===== src/hw/rtl/tmcw_pkg.sv =====
`default_nettype none
// ----------------------------------------------------------------------------
// tmcw_pkg
// shared types and constants of the text mode console writer
// ----------------------------------------------------------------------------
package tmcw_pkg;

    localparam int DEF_COLUMNS = 80;
    localparam int DEF_ROWS    = 25;

    localparam int FUNC_W   = 2;
    localparam int BYTE_W   = 8;
    localparam int COL_IN_W = 7;
    localparam int ROW_IN_W = 5;
    localparam int CELL_W   = 16;
    localparam int CURSOR_W = 11;

    localparam logic [BYTE_W-1:0] CH_NEWLINE   = 8'd10;
    localparam logic [BYTE_W-1:0] CH_BACKSPACE = 8'd8;
    localparam logic [BYTE_W-1:0] CH_SPACE     = 8'd32;
    localparam logic [BYTE_W-1:0] RESET_ATTR   = 8'd15;

    typedef enum logic [FUNC_W-1:0] {
        OP_PUT   = 2'd0,
        OP_MOVE  = 2'd1,
        OP_CLEAR = 2'd2,
        OP_READ  = 2'd3
    } op_t;

    // controller to datapath
    typedef struct packed {
        logic latch;     // take the input word
        logic exec;      // perform the operation of the latched word
        logic copy;      // one step of the scroll copy
        logic blank;     // one blanking step with the current default attribute
        logic init;      // one blanking step of the power-up sweep
        logic load_out;  // load the result register
    } tmcw_cmd_t;

    // datapath to controller
    typedef struct packed {
        op_t  op;
        logic need_scroll;
        logic ptr_last;
        logic copy_last;
        logic out_free;
    } tmcw_sts_t;

endpackage
`default_nettype wire


===== src/hw/rtl/tmcw_ctrl.sv =====
`default_nettype none
// ----------------------------------------------------------------------------
// tmcw_ctrl
// sequencer of the console writer: sweeps, operations and result handoff
// ----------------------------------------------------------------------------
module tmcw_ctrl
    import tmcw_pkg::*;
(
    input  wire logic      clk,
    input  wire logic      rst_n,
    input  wire logic      s_tvalid,
    output logic           s_tready,
    input  wire tmcw_sts_t sts,
    output tmcw_cmd_t      cmd
);

    typedef enum logic [5:0] {
        ST_INIT  = 6'b000001,
        ST_IDLE  = 6'b000010,
        ST_EXEC  = 6'b000100,
        ST_COPY  = 6'b001000,
        ST_BLANK = 6'b010000,
        ST_RESP  = 6'b100000
    } state_t;

    state_t state_reg;
    state_t state_next;

    always_ff @(posedge clk or negedge rst_n)
    begin
        if (!rst_n)
        begin
            state_reg <= ST_INIT;
        end
        else
        begin
            state_reg <= state_next;
        end
    end

    assign s_tready = (state_reg == ST_IDLE);

    always_comb
    begin
        state_next = state_reg;
        cmd        = '0;
        unique case (state_reg)
            ST_INIT:
            begin
                cmd.init = 1'b1;
                if (sts.ptr_last)
                begin
                    state_next = ST_IDLE;
                end
            end
            ST_IDLE:
            begin
                if (s_tvalid)
                begin
                    cmd.latch  = 1'b1;
                    state_next = ST_EXEC;
                end
            end
            ST_EXEC:
            begin
                cmd.exec = 1'b1;
                unique case (sts.op)
                    OP_CLEAR: state_next = ST_BLANK;
                    OP_READ:  state_next = ST_RESP;
                    OP_PUT, OP_MOVE:
                    begin
                        if (sts.op == OP_PUT && sts.need_scroll)
                        begin
                            state_next = ST_COPY;
                        end
                        else if (sts.out_free)
                        begin
                            cmd.load_out = 1'b1;
                            state_next   = ST_IDLE;
                        end
                        else
                        begin
                            state_next = ST_RESP;
                        end
                    end
                    default: state_next = ST_RESP;
                endcase
            end
            ST_COPY:
            begin
                cmd.copy = 1'b1;
                if (sts.copy_last)
                begin
                    state_next = ST_BLANK;
                end
            end
            ST_BLANK:
            begin
                cmd.blank = 1'b1;
                if (sts.ptr_last)
                begin
                    state_next = ST_RESP;
                end
            end
            ST_RESP:
            begin
                if (sts.out_free)
                begin
                    cmd.load_out = 1'b1;
                    state_next   = ST_IDLE;
                end
            end
            default:
            begin
                state_next = ST_IDLE;
            end
        endcase
    end

endmodule
`default_nettype wire


===== config.mk =====
export PLATFORM = sky130hd
export DESIGN_NAME = tmcw_ctrl
export DESIGN_NICKNAME = d
export VERILOG_FILES = /design/src/hw/rtl/tmcw_pkg.sv /design/src/hw/rtl/tmcw_ctrl.sv
export SDC_FILE = /design/constraint.sdc
export NUM_CORES = 1
export LEC_CHECK = 0
export BUFFER_PORTS_ARGS = -buffer_cell sky130_fd_sc_hd__buf_2
export CAP_MARGIN = 10
export CORE_AREA = 5 5 42 44
export CTS_CLUSTER_DIAMETER = 100
export CTS_CLUSTER_SIZE = 12
export DETAILED_ROUTE_END_ITERATION = 16
export DIE_AREA = 0 0 47 49
export PLACE_DENSITY = 0.57
export REMOVE_ABC_BUFFERS = 1
export SLEW_MARGIN = 20
export SYNTH_ARGS = -nofsm -noshare
export SYNTH_HDL_FRONTEND = slang
export SYNTH_SLANG_ARGS = --single-unit

===== constraint.sdc =====
create_clock -name clk -period 3.5 [get_ports clk]
set_clock_uncertainty 0.05 [all_clocks]
set_input_delay 0.175 -clock clk [delete_from_list [all_inputs] [get_ports clk]]
set_output_delay 0.175 -clock clk [all_outputs]
set_load 0.02 [all_outputs]

==> impl_metrics.toml <==
[timing]
setup_violations = 0
rsz0062_at_grt = "false"
min_period_ns = 2.30
slew_violations = 0
post-route-period-util = 0.657
setup_slack_ns = 1.20
maxSlewHeadroom = 0.741
fmax_ghz = 0.435
tightest_slew_ns = 0.385
hold_ws_ns = 0.00428
finalHoldViolations = 0
tns_ns = 0

[logic_synthesis]
yosys_warnings = 0
yosysTopAreaCell = "dfrtp_1"
synth.area.top_cells = "dfrtp_1 (27%), dfstp_2 (5.7%), nor3b_1 (4.9%)"
syn_inst = 52
synth_most_common_cell = "dfrtp_1"
yosysSeqAreaShare = 0.326
synth_flop_cell = "dfrtp_1"
synth_commonest_cells = "dfrtp_1 (5), nor2_1 (4), o21ai_0 (4)"
netlist.area_leader.share = 0.270
synth_seq_cells = 6
synth_edf_count = 0
synth_area_per_cell_sq_um = 8.93
async_flop_share = 1.00
synth_area_sq_um = 464
synth.distinct_cells = 31

[routing]
wl_per_cell_um = 12.4
vias = 460
viasPerCell = 5.29
wirelength_mm = 1.08
drtIter0Drc = 5
drc_errors = 0
ant_nets = 0
drt_pass1_iterations = 2

[min_path]
min_from = "sts[2]"
holdPathStages = 2
hold_path_end = "state_reg[0]"
hold_class = "in -> reg"

[placed_design]
dp_hpwl_um = 859
io_buffers = 15
place_inst = 82
place_ws_ns = 1.48
place_congestion = 0.744

[clock_tree]
cts_setup_buffers = 0
h-tree-depth = 1
clk_pin_slew_ns = 0.05
numCtsBuffers = 3
cts-root-buf = "clkbuf_4"
cts_buffer_depth = 2
cts_tree = "done"
clk_latency_ns = 0.25
clock-sinks = 6

[cells_and_area]
fillers = 159
largest_register_ffs = 6
fin_util = 0.417
nets = 81
final_layout_size_suffix_gt1_frac = 0.352
layoutNonFillerInstCount = 87
syn2layout_area_growth_pct = 25.9
diodes = 0

[global_routing]
grt_use_total = 0.106
grt_pass1_vias = 432
grt_pass1_wl_mm = 1.80
grt_max_degree = 11
grt-ovfl-total = 0
antenna_found_initial = 0

[power_and_ir_drop]
total_leakage_power_nw = 0.280
max-vdd-ir-drop_v = 0.000371
power.density_mw_per_mm2 = 719

[critical_path]
ff2ff_path_depth = 4
r2r_slack_ns = 1.47
cp.required_ns = 3.27
r2r-start = "state_reg[4]"
start_kind = "flop"
critPathCaptureType = "output port"
r2r_end = "state_reg[1]"
critical_path_class = "reg -> out"
worstPathMaxFanout = 10
arrival_ns = 2.07

[floorplan]
fp.coreArea_sq_mm = 0.00140
row_count = 14
start_util = 0.331
die_w_um = 47
io_pins = 16
die_h_um = 49
die_area_sq_mm = 0.00230

[flow_run]
cap_violations = 0

[outcome]
status = "finished clean"
[worst max-delay path by stage]
| stage | slack (ns) | to | depth (start not counted) | from |
|---|---|---|---|---|
| floorplan | 1.17 | cmd[0] | 4 | state_reg[1] |
| global placement | 1.44 | cmd[0] | 5 | state_reg[4] |
| detailed placement | 1.48 | cmd[0] | 5 | state_reg[4] |
| CTS | 1.20 | cmd[0] | 5 | state_reg[4] |
| global route | 1.04 | cmd[0] | 5 | state_reg[4] |
| finish | 1.20 | cmd[0] | 5 | state_reg[4] |
[through the flow]
step | cell area (sq um) | power, mW
6_report | 584 | 0.420
3_3_place_gp | 548 | 0.350
5_1_grt | 584 | 0.459
2_1_floorplan | 453 | 0.291
3_5_place_dp | 548 | 0.348
4_1_cts | 584 | 0.423
[logic make-up after synthesis]
kind of cell              Yosys count  share of synthesized area
DFF                                 6                      0.326
AOI/OAI and AO/OA                  10                      0.151
xor gates and xnor gates            2                     0.0377
and+or+nand+nor                    31                      0.445
buffers and inverters               3                     0.0404
[timing repair]
item,4_1_cts,5_1_grt
endpoints found under the hold margin,6,0
gates resized for setup,0,0
hold buffers,1,0
[cells in the final DEF (no fill, tap or decap), types with 2 or more instances in the layout]
| master | instances |
|---|---|
| nand2_1 | 3 |
| nor2b_1 | 2 |
| xor2_1 | 2 |
| a31oi_1 | 2 |
| clkbuf_4 | 3 |
| dfrtp_1 | 5 |
| nand3_1 | 3 |
| nor2_1 | 4 |
| and2_1 | 2 |
| nor3b_1 | 3 |
| buf_2 | 15 |
| inv_1 | 2 |
| o21ai_0 | 4 |
[area by class of cell]
cell class	count	area [sq um]	area share
Clock buffer	4	26.3	0.0450
Inverter	2	7.51	0.0128
Multi-Input combinational cell	43	294	0.503
Sequential cell	6	151	0.259
Tap cell	16	20.0	0.0343
Timing Repair Buffer	16	85.1	0.146
[worst max-delay path, cell delays in order (launching register included)]
cell	delay, ns
dfrtp_1	0.48
or4_1	0.57
nor3b_2	0.36
nand2_1	0.08
a21boi_0	0.16
buf_2	0.18
[report_power, final]
group	switching [mW]	internal [mW]	leakage (nW)	total, mW
combinational	0.117	0.105	0.189	0.222
clock	0.0282	0.0434	0.0150	0.0716
sequential	0.0363	0.0897	0.0758	0.126
total	0.182	0.238	0.280	0.420
[per-layer routing]
metal,GRT usage,wire [um]
met1,0.141,494
met2,0.156,495
met3,0.0554,84
met4,0.0138,7
met5,0,0
No activity file was read; power rests on OpenSTA's default activity.
